$ cat src/hdl/rtc_counter_alarm_regs_core_macros.svh
// Assertion macros for the real-time clock core.
// Included by the top level; depends on nothing else.
`ifndef RTC_COUNTER_ALARM_REGS_CORE_MACROS_SVH
`define RTC_COUNTER_ALARM_REGS_CORE_MACROS_SVH

// The consequent must hold in the same cycle as the antecedent.
`define RCAR_ASSERT_SAME(label, clk, rstn, ante, cons) \
    label: assert property (@(posedge clk) disable iff (!(rstn)) (ante) |-> (cons)) \
        else $error("rtc core: same-cycle check failed");

// The consequent must hold in the cycle after the antecedent.
`define RCAR_ASSERT_NEXT(label, clk, rstn, ante, cons) \
    label: assert property (@(posedge clk) disable iff (!(rstn)) (ante) |=> (cons)) \
        else $error("rtc core: next-cycle check failed");

`endif

$ cat src/hdl/rcar_pkg.sv
// Shared types and constants of the real-time clock core.
// Used by rcar_regs, rcar_outq and rtc_counter_alarm_regs_core; no dependencies.
`timescale 1ns / 1ps

package rcar_pkg;

    typedef enum logic [1:0] {
        OP_TICK  = 2'd0,
        OP_READ  = 2'd1,
        OP_WRITE = 2'd2
    } op_t;

    localparam logic [7:0] ADDR_CTRL    = 8'h08;
    localparam logic [7:0] ADDR_IRQ_EN  = 8'h10;
    localparam logic [7:0] ADDR_EVENTS  = 8'h14;
    localparam logic [7:0] ADDR_PAD     = 8'h24;
    localparam logic [7:0] ADDR_TIME_LO = 8'h40;
    localparam logic [7:0] ADDR_TIME_HI = 8'h44;
    localparam logic [7:0] ADDR_ALARM   = 8'h50;

    localparam logic [1:0] EN_RUN        = 2'h2;
    localparam int         ALARM_BIT     = 3;
    localparam int         SECS_SHIFT    = 15;
    localparam int         HIGH_BITS     = 15;
    localparam int         LOW_BITS      = 32;
    localparam int         DEADLINE_BITS = 47;

    typedef struct packed {
        op_t         op;
        logic [7:0]  addr;
        logic [31:0] data;
    } item_t;

    typedef struct packed {
        logic [31:0] read_data;
        logic        irq;
    } result_t;

    typedef struct packed {
        logic head_valid;
        logic full;
    } q_status_t;

endpackage

$ cat src/hdl/rcar_regs.sv
// Register file, time counter and alarm logic of the real-time clock core.
// Depends on rcar_pkg; produces the result of the item that it applies.
`timescale 1ns / 1ps

module rcar_regs #(
    parameter int COUNTER_BITS = 47
) (
    input  logic             aclk,
    input  logic             aresetn,
    input  logic             item_fire,
    input  rcar_pkg::item_t  item,
    output rcar_pkg::result_t result
);

    localparam int CMP_W = (COUNTER_BITS > rcar_pkg::DEADLINE_BITS) ?
                           COUNTER_BITS : rcar_pkg::DEADLINE_BITS;

    logic [COUNTER_BITS-1:0]        cnt_reg, cnt_next;
    logic [31:0]                    ctrl_reg, ctrl_next;
    logic [31:0]                    irqen_reg, irqen_next;
    logic [31:0]                    events_reg, events_next;
    logic [31:0]                    pad_reg, pad_next;
    logic [31:0]                    alarm_reg, alarm_next;
    logic [rcar_pkg::LOW_BITS-1:0]  staged_low_reg, staged_low_next;
    logic [rcar_pkg::HIGH_BITS-1:0] staged_high_reg, staged_high_next;
    logic                           pending_reg, pending_next;
    logic                           armed_reg, armed_next;

    logic [CMP_W-1:0]                   cnt_ext, cnt_new_ext, staged_ext, deadline_ext;
    logic [rcar_pkg::DEADLINE_BITS-1:0] staged_word, deadline;
    logic                               armed_pre, check_en, fire;
    logic [31:0]                        events_pre, rd;

    assign cnt_ext     = CMP_W'(cnt_reg);
    assign staged_word = {staged_high_reg, staged_low_reg};
    assign staged_ext  = CMP_W'(staged_word);

    always_comb begin
        cnt_next         = cnt_reg;
        ctrl_next        = ctrl_reg;
        irqen_next       = irqen_reg;
        events_pre       = events_reg;
        pad_next         = pad_reg;
        alarm_next       = alarm_reg;
        staged_low_next  = staged_low_reg;
        staged_high_next = staged_high_reg;
        pending_next     = pending_reg;
        armed_pre        = armed_reg;
        check_en         = 1'b0;
        rd               = '0;
        unique case (item.op)
            rcar_pkg::OP_TICK: begin
                cnt_next = cnt_reg + COUNTER_BITS'(1);
                check_en = 1'b1;
            end
            rcar_pkg::OP_READ: begin
                unique case (item.addr)
                    rcar_pkg::ADDR_CTRL:    rd = ctrl_reg;
                    rcar_pkg::ADDR_IRQ_EN:  rd = irqen_reg;
                    rcar_pkg::ADDR_EVENTS:  rd = events_reg;
                    rcar_pkg::ADDR_PAD:     rd = pad_reg;
                    rcar_pkg::ADDR_TIME_LO: rd = cnt_ext[31:0];
                    rcar_pkg::ADDR_TIME_HI: rd = 32'(cnt_ext[46:32]);
                    rcar_pkg::ADDR_ALARM:   rd = alarm_reg;
                    default:                rd = '0;
                endcase
            end
            rcar_pkg::OP_WRITE: begin
                unique case (item.addr)
                    rcar_pkg::ADDR_CTRL: begin
                        if (item.data[1:0] == rcar_pkg::EN_RUN &&
                            ctrl_reg[1:0] != rcar_pkg::EN_RUN && pending_reg) begin
                            cnt_next     = staged_ext[COUNTER_BITS-1:0];
                            pending_next = 1'b0;
                        end
                        ctrl_next = item.data;
                        armed_pre = item.data[rcar_pkg::ALARM_BIT];
                        check_en  = 1'b1;
                    end
                    rcar_pkg::ADDR_IRQ_EN: irqen_next = item.data;
                    rcar_pkg::ADDR_EVENTS: events_pre = events_reg & ~item.data;
                    rcar_pkg::ADDR_PAD:    pad_next   = item.data;
                    rcar_pkg::ADDR_TIME_LO: begin
                        staged_low_next = item.data;
                        pending_next    = 1'b1;
                    end
                    rcar_pkg::ADDR_TIME_HI: begin
                        staged_high_next = item.data[rcar_pkg::HIGH_BITS-1:0];
                        pending_next     = 1'b1;
                    end
                    rcar_pkg::ADDR_ALARM: begin
                        alarm_next = item.data;
                        armed_pre  = ctrl_reg[rcar_pkg::ALARM_BIT];
                        check_en   = 1'b1;
                    end
                    default: ;
                endcase
            end
            default: ;
        endcase
    end

    assign cnt_new_ext  = CMP_W'(cnt_next);
    assign deadline     = {alarm_next, {rcar_pkg::SECS_SHIFT{1'b0}}};
    assign deadline_ext = CMP_W'(deadline);
    assign fire         = check_en && armed_pre && (cnt_new_ext >= deadline_ext);
    assign armed_next   = armed_pre && !fire;

    always_comb begin
        events_next = events_pre;
        if (fire) begin
            events_next[rcar_pkg::ALARM_BIT] = 1'b1;
        end
    end

    assign result.read_data = rd;
    assign result.irq = events_next[rcar_pkg::ALARM_BIT] & irqen_next[rcar_pkg::ALARM_BIT];

    always_ff @(posedge aclk) begin
        if (!aresetn) begin
            cnt_reg         <= '0;
            ctrl_reg        <= '0;
            irqen_reg       <= '0;
            events_reg      <= '0;
            pad_reg         <= '0;
            alarm_reg       <= '0;
            staged_low_reg  <= '0;
            staged_high_reg <= '0;
            pending_reg     <= 1'b0;
            armed_reg       <= 1'b0;
        end else if (item_fire) begin
            cnt_reg         <= cnt_next;
            ctrl_reg        <= ctrl_next;
            irqen_reg       <= irqen_next;
            events_reg      <= events_next;
            pad_reg         <= pad_next;
            alarm_reg       <= alarm_next;
            staged_low_reg  <= staged_low_next;
            staged_high_reg <= staged_high_next;
            pending_reg     <= pending_next;
            armed_reg       <= armed_next;
        end
    end

endmodule

$ cat src/hdl/rcar_outq.sv
// Two-entry result queue that decouples the core from the result channel.
// Depends on rcar_pkg for the result and status types.
`timescale 1ns / 1ps

module rcar_outq (
    input  logic                aclk,
    input  logic                aresetn,
    input  logic                push,
    input  rcar_pkg::result_t   push_data,
    input  logic                pop_ready,
    output rcar_pkg::result_t   head,
    output rcar_pkg::q_status_t status
);

    rcar_pkg::result_t head_reg, head_next;
    rcar_pkg::result_t tail_reg, tail_next;
    logic              v0_reg, v0_next;
    logic              v1_reg, v1_next;
    logic              pop;

    assign pop = v0_reg && pop_ready;

    always_comb begin
        head_next = head_reg;
        tail_next = tail_reg;
        v0_next   = v0_reg;
        v1_next   = v1_reg;
        if (pop) begin
            head_next = v1_reg ? tail_reg : push_data;
            v0_next   = v1_reg || push;
            v1_next   = v1_reg && push;
            if (v1_reg && push) begin
                tail_next = push_data;
            end
        end else if (push) begin
            if (!v0_reg) begin
                head_next = push_data;
                v0_next   = 1'b1;
            end else begin
                tail_next = push_data;
                v1_next   = 1'b1;
            end
        end
    end

    always_ff @(posedge aclk) begin
        if (!aresetn) begin
            v0_reg <= 1'b0;
            v1_reg <= 1'b0;
        end else begin
            v0_reg <= v0_next;
            v1_reg <= v1_next;
        end
    end

    always_ff @(posedge aclk) begin
        head_reg <= head_next;
        tail_reg <= tail_next;
    end

    assign head              = head_reg;
    assign status.head_valid = v0_reg;
    assign status.full       = v1_reg;

endmodule

$ cat src/hdl/rtc_counter_alarm_regs_core.sv
// Channel   | Direction | Ports
// ----------+-----------+-------------------------------------------------------
// s_        | in        | s_valid, s_ready, s_operation, s_address, s_write_data
// m_        | out       | m_valid, m_ready, m_read_data, m_interrupt_line
//
// One item is accepted per cycle while s_ready is high; its result passes through the input
// register into the head of the two-entry result queue, where m_valid offers it.
// The register file and counter update in the cycle that the item leaves the input register.
// aresetn clears the counter, every register of the register file and the valid flags of both handshake stages.
// s_ready falls only while the input register and both queue entries are occupied.
// Top level of the real-time clock core; depends on rcar_pkg, rcar_regs and rcar_outq.
`timescale 1ns / 1ps
`include "rtc_counter_alarm_regs_core_macros.svh"

module rtc_counter_alarm_regs_core #(
    parameter int COUNTER_BITS = 47
) (
    input  logic        aclk,
    input  logic        aresetn,
    input  logic        s_valid,
    output logic        s_ready,
    input  logic [1:0]  s_operation,
    input  logic [7:0]  s_address,
    input  logic [31:0] s_write_data,
    output logic        m_valid,
    input  logic        m_ready,
    output logic [31:0] m_read_data,
    output logic        m_interrupt_line
);

    rcar_pkg::item_t     in_item_reg, in_item_next;
    logic                in_valid_reg, in_valid_next;
    logic                s_accept, in_fire;
    rcar_pkg::result_t   result, head;
    rcar_pkg::q_status_t q_status;

    assign in_fire  = in_valid_reg && !q_status.full;
    assign s_ready  = !in_valid_reg || !q_status.full;
    assign s_accept = s_valid && s_ready;

    always_comb begin
        in_valid_next = in_valid_reg;
        in_item_next  = in_item_reg;
        if (s_accept) begin
            in_valid_next     = 1'b1;
            in_item_next.op   = rcar_pkg::op_t'(s_operation);
            in_item_next.addr = s_address;
            in_item_next.data = s_write_data;
        end else if (in_fire) begin
            in_valid_next = 1'b0;
        end
    end

    always_ff @(posedge aclk) begin
        if (!aresetn) begin
            in_valid_reg <= 1'b0;
        end else begin
            in_valid_reg <= in_valid_next;
        end
    end

    always_ff @(posedge aclk) begin
        in_item_reg <= in_item_next;
    end

    rcar_regs #(
        .COUNTER_BITS(COUNTER_BITS)
    ) u_regs (
        .aclk      (aclk),
        .aresetn   (aresetn),
        .item_fire (in_fire),
        .item      (in_item_reg),
        .result    (result)
    );

    rcar_outq u_outq (
        .aclk      (aclk),
        .aresetn   (aresetn),
        .push      (in_fire),
        .push_data (result),
        .pop_ready (m_ready),
        .head      (head),
        .status    (q_status)
    );

    assign m_valid          = q_status.head_valid;
    assign m_read_data      = head.read_data;
    assign m_interrupt_line = head.irq;

    `RCAR_ASSERT_SAME(a_stall_cause, aclk, aresetn, !s_ready, in_valid_reg && q_status.full)
    `RCAR_ASSERT_NEXT(a_fire_gives_result, aclk, aresetn, in_fire, q_status.head_valid)
    `RCAR_ASSERT_SAME(a_full_has_head, aclk, aresetn, q_status.full, q_status.head_valid)

endmodule
$ cat config.mk
export PLATFORM = sky130hd
export DESIGN_NAME = rtc_counter_alarm_regs_core
export DESIGN_NICKNAME = d
export VERILOG_FILES = /design/src/hdl/rcar_pkg.sv /design/src/hdl/rcar_regs.sv /design/src/hdl/rcar_outq.sv /design/src/hdl/rtc_counter_alarm_regs_core.sv
export VERILOG_INCLUDE_DIRS = /design/src /design/src/hdl
export SDC_FILE = /design/constraint.sdc
export NUM_CORES = 1
export LEC_CHECK = 0
export BUFFER_PORTS_ARGS = -buffer_cell sky130_fd_sc_hd__buf_2
export CAP_MARGIN = 10
export CORE_ASPECT_RATIO = 1.1
export CORE_MARGIN = 2
export CORE_UTILIZATION = 30
export CTS_CLUSTER_SIZE = 14
export DETAILED_ROUTE_END_ITERATION = 6
export PLACE_DENSITY_LB_ADDON = 0.12
export SYNTH_ARGS = -nofsm -noshare
export SYNTH_HDL_FRONTEND = slang
export SYNTH_SLANG_ARGS = --single-unit
$ cat constraint.sdc
create_clock -name aclk -period 5.4 [get_ports aclk]
set_input_delay 1.08 -clock aclk [delete_from_list [all_inputs] [get_ports aclk]]
set_output_delay 1.08 -clock aclk [all_outputs]
set_load 0.05 [all_outputs]
## After elaboration in Yosys (flattened, before gate mapping)

Cells that the tools add are included.

| storage, ports and cells | value |
|---|---|
| flip-flop bits (word level) | 367 |
| input bits | 46 |
| logic and storage cells | 105 |

| cells by class | value |
|---|---|
| bitwise gates (word level) | 3 |
| equal/unequal tests | 14 |
| reductions and logical operators | 31 |
| order comparisons | 1 |
| muxes and demuxes | 33 |
| add/subtract/negate cells | 1 |

Operators by type and width:

| cell | count |
|---|---|
| two-way mux 33 bit | 8 |
| case mux 32 bit (7 select lines) | 1 |
| two-way mux 32 bit | 3 |
| two-way mux 47 bit | 2 |
| case mux 47 bit (2 select lines) | 1 |
| adder 47 x 1 -> 47 bit, second input constant | 1 |
| greater-or-equal comparator 47 bit | 1 |
| bitwise AND 32 bit | 1 |
| inverter 32 bit | 1 |
| == test 8 x 7 -> 1 bit, second input constant | 3 |
| AND reduction 3 bit | 7 |
| == test 8 x 5 -> 1 bit, second input constant | 2 |
| two-way mux 4 bit | 4 |
| two-way mux 1 bit | 11 |
| logical AND 1 bit | 9 |
| == test 8 x 4 -> 1 bit, second input constant | 1 |
| == test 8 x 6 -> 1 bit, second input constant | 1 |
| nonzero test 2 bit | 4 |
| inequality test 2 bit, second input constant | 3 |
| case mux 1 bit (2 select lines) | 3 |
| == test 2 bit, second input constant | 2 |
| AND reduction 2 bit | 2 |
| AND reduction 4 bit | 1 |
| OR reduction 2 bit | 2 |
| other kinds (6) | 9 |

## Logic depth before layout (Yosys ltp)

Gate-level depths: netlist (run 1).

| depth | value |
|---|---|
| word-level depth | 13 |
| depth in mapped cells | 19 |

## Hierarchy

From an unflattened synthesis (run 1), not the netlist that was laid out.

| second synthesis, totals | value |
|---|---|
| cell total of the unflattened synthesis | 1930 |
| area total of the unflattened synthesis | 17329.1 um^2 |

Modules (own cells, without submodules):

| module | instances | area an instance (um^2) | cells each | sequential area each (um^2) |
|---|---|---|---|---|
| rcar_regs | 1 | 13381.6 | 1766 | 5124.9 |
| rcar_outq | 1 | 2636.3 | 116 | 2021.9 |
| rtc_counter_alarm_regs_core | 1 | 1311.3 | 48 | 1281.2 |

## Least setup slack after synthesis (run 1)

No wires, ideal clock.

| timing | value |
|---|---|
| path kind | reg2reg |
| from | reg u_regs.cnt_reg[3], in the netlist u_regs.cnt_ext[3] |
| to | reg u_outq.head_reg (netlist bit u_outq.head[0]), data pin |
| arrival | 4.073 ns |
| path slack | 1.067 ns |
| library setup time | 0.260 ns |
| stages on the path, launching flop included | 18 |
| required time | 5.140 ns |
| path through | dfxtp_1 > nand3_1 > or4_1 > or2_0 > clkbuf_1 > or4_1 > nor2_1 > a31oi_1 > o22a_1 > ha_1 > a21oi_1 > nand2_1 > a221o_1 > o31ai_1 > o211ai_1 > a21oi_1 > o21ai_1 > mux2_2 |

RTL lines:

| item | RTL line | RTL |
|---|---|---|
| from (decl) | rcar_regs.sv:18 | `logic [COUNTER_BITS-1:0] cnt_reg, cnt_next;` |
| from (signal assigned) | rcar_regs.sv:132 | `cnt_reg <= cnt_next;` |
| to (signal assigned) | rcar_outq.sv:57 | `head_reg <= head_next;` |
| to (decl) | rcar_outq.sv:15 | `rcar_pkg::result_t head_reg, head_next;` |

==> summary.md, run 1 <==
| Metric | Value |
|---|---|
| Status | finished clean |
| Main synth FF type | dfxtp_1 |
| Async set-or-reset flop fraction in the synthesized netlist | 0 |
| Post-CTS setup buffers | 0 |
| Avg WL per Cell | 24.33 um |
| # resized after CTS | 0 |
| Clock power frac | 0.478 |
| Vias | 15190 |
| Combinational fraction of design power | 0.071 |
| Post-synth cell types | 77 |
| CTS tree | built |
| Count leader, synth | nand2_1 |
| Grt ovf | 0 |
| DP HPWL | 47.54 mm |
| GR Util All Layers | 0.2265 |
| Number of synthesized flops with an enable pin | 108 |
| Initial antenna violation count | 0 |
| CP arrival | 5490 ps |
| CP peak stage delay | 550 ps |
| Final setup viols | 0 |
| CTS Hold Bufs | 0 |
| Synth top area share | 0.2996 |
| F_max | 193.8 MHz |
| Pwr Total | 0.006606 W |
| Seq/Total Area, Yosys | 0.4870 |
| Worst-path clk slew | 60 ps |
| Switch Pwr | 0.001655 W |
| Critical R2R Launch | u_regs.cnt_ext[0]$_SDFFE_PN0P_ |
| Critical R2R Capture | u_outq.head[0]$_DFFE_PP_ |
| Multi-input logic area | 8317 sq um |
| Mean Syn Cell Area | 8.817 sq um |
| Die area | 59630 sq um |
| Remaining antenna violation count | 0 |
| Hold Path End | u_regs.events_reg[25]$_SDFFE_PN0P_ |
| CTS Buffer Depth | 3 |
| Switching Share | 0.2506 |
| Final Max Slew Viols | 0 |
| Number of max-cap violations | 0 |
| Clk_lat worst skew | 580 ps |
| Total routed wirelength | 68.06 mm |
| Share of post-route cells with drive strength above 1 | 0.1437 |
| Max-slew headroom | 0.2563 |
| Reg power frac | 0.451 |
| RD Place Congestion | 0.9120 |
| Req. time, crit path | 5730 ps |
| Max VDD drop | 0.0002173 V |
| Global-route wire length before repair | 100.7 mm |
| Final Core Density | 0.3538 |
| Worst-path cell chain | nand3_1 > or4_1 > or2_0 > or4_1 > nor2_1 > a31oi_1 > o22a_1 > ha_1 > a21oi_1 > nand2_1 > a221o_1 > o31ai_1 > o211ai_1 > a21oi_1 > o21ai_1 > mux2_2 |
| Register bit count reported by yosys | 367 |
| Hold WS | 429.3 ps |
| CP max FO | 11 |
| CTS root buf | clkbuf_16 |
| Core Rows | 92 |
| Worst slew pin tran | 1116 ps |
| Buf+Inv Stages, Crit Path | 0 |
| Critical path launch point type | register |
| Min Tclk post-route | 5159 ps |
| Slowest CP cell | dfxtp_1 |
| Top Ports | 81 |
| Initial core utilization | 0.3025 |
| Crit share post-route | 0.9555 |
| Synth top cells by count | nand2_1, a21oi_1, dfxtp_1, clkbuf_1, nor2_1 |
| Hold Crit Start | u_regs.events_reg[25]$_SDFFE_PN0P_ |
| Pleak | 6.799 nW |
| Area contributors post-synth | dfxtp_1, edfxtp_1, nand2_1 |
| PD cells | 326.3 nW/um^2 |
| Synth Cell Area | 17310 sq um |
| Syn Nets | 2042 |
| Fill cell count | 5861 |
| DR pass1 iterations | 7 |
| RSZ-0062 raised after global routing | false |
| Area grow syn2layout | 16.96% |
| Delay-heaviest family, CP | compound AO/OA/AOI/OAI gates |
| Worst setup path class | register to register |
| Hold path depth | 2 |
| CORE AREA | 57210 sq um |
| DRT iter0 DRCs | 1436 |
| H-tree Lvls | 2 |
| Clock tree sinks | 367 |
| DR vias/cell | 5.429 |
| Worst hold path class | register to register |
| Final nets | 2090 |
| Flop2flop setup slack | 240 ps |
| Die width | 233.0 um |
| Yosys warns | 0 |
| PortBufs | 80 |
| CP Capture Type | register |
| Register Area | 8428 sq um |
| R2r worst-path depth | 16 |
| Final Hold Vio Count | 0 |
| Max Clock Skew | 19.68 ps |
| TritonCTS buffer count | 43 |
| Yosys top cell by area | dfxtp_1 |
| Setup tns final | 0 ps |
| Die height | 255.9 um |
| Max reg flops | 44 |
| ANT cells | 0 |
| Largest net degree at the start of global routing | 95 |
| Vias in the first global route | 15030 |
| # DRC | 0 |
| Synth Instances | 1963 |
| Cell Int Power | 0.004951 W |
## worst min-delay path, cell delays in order (launching register included)
cell,delay (ps)
dfxtp_1,300
nand2_1,50
a21oi_1,30
## cells in the final DEF (no fill, tap or decap), types with 5 or more instances in the layout
| master | Yosys | layout |
|---|---|---|
| clkbuf_16 | 0 | 45 |
| inv_1 | 10 | 10 |
| a221o_1 | 5 | 5 |
| nor3_1 | 25 | 24 |
| a31oi_1 | 11 | 11 |
| clkinv_2 | 0 | 5 |
| nor4_1 | 10 | 8 |
| o22a_1 | 13 | 13 |
| buf_4 | 0 | 74 |
| o21ai_0 | 42 | 41 |
| a221oi_1 | 20 | 20 |
| o31ai_1 | 5 | 5 |
| mux2i_1 | 85 | 85 |
| dfxtp_1 | 259 | 259 |
| ha_1 | 33 | 33 |
| buf_2 | 3 | 80 |
| a211oi_1 | 41 | 41 |
| bufinv_16 | 0 | 7 |
| or3_1 | 8 | 8 |
| o22ai_1 | 23 | 23 |
| and3_1 | 19 | 18 |
| nand3_1 | 51 | 50 |
| mux2_2 | 38 | 38 |
| edfxtp_1 | 108 | 108 |
| a21oi_1 | 296 | 296 |
| nand2_1 | 404 | 403 |
| nor2_1 | 138 | 133 |
| o221ai_1 | 5 | 5 |
| nand4_1 | 14 | 14 |
| nand3b_1 | 5 | 5 |
| clkbuf_1 | 144 | 10 |
| nand2b_1 | 8 | 8 |
| a22oi_1 | 39 | 39 |
## through the flow
stage / cell area (sq um) / instances / setup slack (ps)
2_1_floorplan: 17310 / 1963 / 1067
3_3_place_gp: 18730 / 2718 / 239.7
3_5_place_dp: 18730 / 2718 / 325.7
4_1_cts: 20240 / 2798 / 288.6
5_1_grt: 20240 / 2798 / 65.93
6_report: 20240 / 2798 / 240.5
## routing by layer
layer,vias up,share of wire,global-route usage
met5,-,0,0
met4,0,0.029,0.06794
met3,107,0.055,0.03844
met2,421,0.47,0.3755
met1,7477,0.44,0.3005
li1,7184,-,-
## power groups by stage
stage | Clock (W) | Combinational (W) | Sequential [W]
after global routing | 0.00334 | 0.000503 | 0.00299
after floorplan | 0 | 0.000252 | 0.00304
after detailed placement | 0 | 0.000467 | 0.00304
after global placement | 0 | 0.000463 | 0.00304
after CTS | 0.00325 | 0.000468 | 0.00298
final | 0.00316 | 0.000466 | 0.00298
## worst max-delay path by stage
stage / from / end / slack (ps) / cells after the start
floorplan: u_regs.cnt_ext[3]$_SDFFE_PN0P_ / u_outq.head[0]$_DFFE_PP_ / 1070 / 17
global placement: u_regs.cnt_ext[18]$_SDFFE_PN0P_ / u_outq.head[0]$_DFFE_PP_ / 240 / 16
detailed placement: u_regs.cnt_ext[18]$_SDFFE_PN0P_ / u_outq.head[0]$_DFFE_PP_ / 330 / 16
CTS: u_regs.cnt_ext[18]$_SDFFE_PN0P_ / u_outq.head[0]$_DFFE_PP_ / 290 / 16
global route: u_regs.cnt_ext[12]$_SDFFE_PN0P_ / u_outq.head[0]$_DFFE_PP_ / 70 / 16
finish: u_regs.cnt_ext[0]$_SDFFE_PN0P_ / u_outq.head[0]$_DFFE_PP_ / 240 / 16
## cell type report
class | instances | share of cell area
Multi-Input combinational cell | 1432 | 0.4108
Tap cell | 752 | 0.04648
Sequential cell | 367 | 0.4163
Clock inverter | 22 | 0.01533
Timing Repair Buffer | 156 | 0.04920
Clock buffer | 58 | 0.05952
Inverter | 11 | 0.002287
## cell families after synthesis
group / after synthesis / share of synthesized area
AO/OA/AOI/OAI: 554 / 0.1967
XOR/XNOR: 7 / 0.003542
adder cells (fa/ha/maj): 33 / 0.02386
buffers and inverters: 164 / 0.03622
flip-flops: 367 / 0.4870
multiplexers: 123 / 0.07388
AND/OR/NAND/NOR: 715 / 0.1788
No activity file was read; power rests on OpenSTA's default activity.
==> run 2, diff against run 1 <==
--- a/config.mk
+++ b/config.mk
@@ -8,7 +8,7 @@
 export LEC_CHECK = 0
 export BUFFER_PORTS_ARGS = -buffer_cell sky130_fd_sc_hd__buf_2
 export CAP_MARGIN = 10
-export CORE_ASPECT_RATIO = 1.1
+export CORE_ASPECT_RATIO = 1.75
 export CORE_MARGIN = 2
 export CORE_UTILIZATION = 30
 export CTS_CLUSTER_SIZE = 14
==> summary.md, run 2 (synthesized netlist as in run 1, its figures left out) <==
| Metric | Value |
|---|---|
| CTS tree | built |
| Clock power frac | 0.452 (-0.026) |
| Max reg flops | 44 (unchanged) |
| Core Rows | 116 (+26%) |
| Global-route wire length before repair | 106.0 mm (+5.3%) |
| DRT iter0 DRCs | 1136 (-21%) |
| Clk_lat worst skew | 570 ps (about the same) |
| Share of post-route cells with drive strength above 1 | 0.1419 (-0.001816) |
| CTS Hold Bufs | 0 (unchanged) |
| Final Max Slew Viols | 0 (unchanged) |
| Final nets | 2092 (+0.096%) |
| Max-slew headroom | 0.09449 (-0.1618) |
| Total routed wirelength | 74.38 mm (+9.3%) |
| Post-CTS setup buffers | 0 (unchanged) |
| Cell Int Power | 0.004687 W (-5.3%) |
| Leading cell type in the layout, fill and taps excluded | nand2_1 |
| Hold WS | 429.7 ps (+0.3620 ps) |
| Buf+Inv Stages, Crit Path | 0 (unchanged) |
| PortBufs | 80 (unchanged) |
| CP Capture Type | register |
| Min Tclk post-route | 4972 ps (-187.0 ps) |
| Initial core utilization | 0.3027 (about the same) |
| Worst hold path class | register to register |
| PD cells | 314.6 nW/um^2 (-3.6%) |
| # resized after CTS | 0 (unchanged) |
| RSZ-0062 raised after global routing | false |
| Delay-heaviest family, CP | simple AND/OR/NAND/NOR gates |
| Top Ports | 81 (unchanged) |
| Status | finished clean |
| Initial antenna violation count | 1 (+1) |
| Number of max-cap violations | 0 (unchanged) |
| Largest net degree at the start of global routing | 108 (+14%) |
| Max Clock Skew | 19.62 ps (-0.05440 ps) |
| Commonest non-fill, non-tap cells in the layout | nand2_1, a21oi_1, dfxtp_1, nor2_1, edfxtp_1 |
| CORE AREA | 57180 sq um (about the same) |
| Crit share post-route | 0.9208 (-0.03463) |
| Grt ovf | 0 (unchanged) |
| Slowest CP cell | dfxtp_1 |
| Area grow syn2layout | 16.08% |
| Die height | 321.7 um (+26%) |
| GR Util All Layers | 0.2476 (+0.02104) |
| Vias in the first global route | 15020 (-0.10%) |
| Reg power frac | 0.469 (+0.018) |
| Die area | 59710 sq um (+0.12%) |
| Switch Pwr | 0.001633 W (-1.4%) |
| Final setup viols | 0 (unchanged) |
| Combinational fraction of design power | 0.078 (+0.007) |
| Req. time, crit path | 5720 ps (about the same) |
| Switching Share | 0.2583 (+0.007741) |
| Vias | 15460 (+1.8%) |
| Worst-path cell chain | nand3_1 > or4_1 > or2_0 > or4_1 > nor2_1 > a31oi_1 > o22a_1 > ha_1 > a21oi_1 > nand2_1 > a221o_1 > o31ai_1 > o211ai_1 > a21oi_1 > o21ai_1 > mux2_2 |
| Setup tns final | 0 ps (unchanged) |
| CTS Buffer Depth | 3 (unchanged) |
| CTS root buf | clkbuf_16 |
| DP HPWL | 52.82 mm (+11%) |
| DR pass1 iterations | 5 (-2) |
| CP arrival | 5290 ps (-200 ps) |
| Worst setup path class | register to register |
| H-tree Lvls | 2 (unchanged) |
| # DRC | 0 (unchanged) |
| Die width | 185.6 um (-20%) |
| CP max FO | 11 (unchanged) |
| F_max | 201.1 MHz (+3.8%) |
| CP peak stage delay | 540 ps (about the same) |
| Worst-path clk slew | 70 ps (about the same) |
| Avg WL per Cell | 26.46 um (+8.8%) |
| Max VDD drop | 0.0002112 V (-2.8%) |
| TritonCTS buffer count | 40 (-7.0%) |
| Pleak | 6.734 nW (-0.97%) |
| RD Place Congestion | 0.9935 (+8.9%) |
| ANT cells | 0 (unchanged) |
| DR vias/cell | 5.500 (+1.3%) |
| Final Hold Vio Count | 0 (unchanged) |
| Critical path launch point type | register |
| Clock tree sinks | 367 (unchanged) |
| Worst slew pin tran | 1358 ps (+242.7 ps) |
| Remaining antenna violation count | 0 (unchanged) |
==> run 2: changes by cell type in the layout (fill, tap and decap cells not counted) <==
cell	previous run	this run
clkinv_2	5	7
inv_6	3	1
clkbuf_16	45	41
bufinv_16	7	5
clkinv_1	4	11
nor2_1	133	132
buf_4	74	80
buf_12	2	1
nor2_2	4	5
clkbuf_8	3	1
clkbuf_1	10	6
clkinvlp_4	3	1
==> run 2: final timing paths <==
check | depth (start not counted) | startpoint | slack, ps | endpoint
worst max-delay path | 16 | u_regs.cnt_ext[0]$_SDFFE_PN0P_ | 430 | u_outq.head[0]$_DFFE_PP_
worst min register to register | 2 | u_regs.events_reg[9]$_SDFFE_PN0P_ | 430 | u_regs.events_reg[9]$_SDFFE_PN0P_
worst min-delay path | 2 | u_regs.events_reg[9]$_SDFFE_PN0P_ | 430 | u_regs.events_reg[9]$_SDFFE_PN0P_
worst max register to register | 16 | u_regs.cnt_ext[0]$_SDFFE_PN0P_ | 430 | u_outq.head[0]$_DFFE_PP_
==> run 2: routing by layer <==
metal | global-route usage | vias to the layer above | share of wire
met2 | 0.4572 | 441 | 0.53
met1 | 0.2755 | 7678 | 0.38
met5 | 0 | - | 0.00017
met3 | 0.02386 | 154 | 0.036
met4 | 0.1332 | 2 | 0.058
li1 | - | 7186 | -
==> run 2: final cells by class <==
cell class,instances,area [sq um]
sequential,367,8428
inverter,11,46.29
tap,767,959.7
clock inverter,25,254.0
timing repair buffer,161,1021
fill,5991,37090
clock buffer,48,1062
multi-input combinational,1432,8319
==> run 2: worst reg2reg max path, delay by kind of cell (launching register included) <==
kind / cells / cell delay, ps
AO/OA/AOI/OAI: 8 / 1730
AND/OR/NAND/NOR: 6 / 1890
multiplexers: 1 / 260
flip-flops: 1 / 540
adder cells (fa/ha/maj): 1 / 310
==> run 2: per-stage QoR <==
step | instances | util | setup slack [ps] | area, sq um | power [W]
after floorplan | 1963 | - | 1067 | 17310 | 0.003296
after global placement | 2738 | 0.3283 | 532.3 | 18770 | 0.003519
after detailed placement | 2738 | 0.3283 | 554.5 | 18770 | 0.003522
after CTS | 2811 | 0.3513 | 533.3 | 20090 | 0.006403
after global routing | 2811 | 0.3513 | 134.1 | 20090 | 0.006524
final | 2811 | 0.3513 | 427.5 | 20090 | 0.006320
==> run 2: power groups by stage <==
stage | sequential, W | combinational [W] | clock [W]
2_1_floorplan | 0.00304 | 0.000252 | 0
3_5_place_dp | 0.00303 | 0.000496 | 0
4_1_cts | 0.00297 | 0.000497 | 0.00294
6_report | 0.00297 | 0.000495 | 0.00286
5_1_grt | 0.00297 | 0.000528 | 0.00302
3_3_place_gp | 0.00303 | 0.000494 | 0
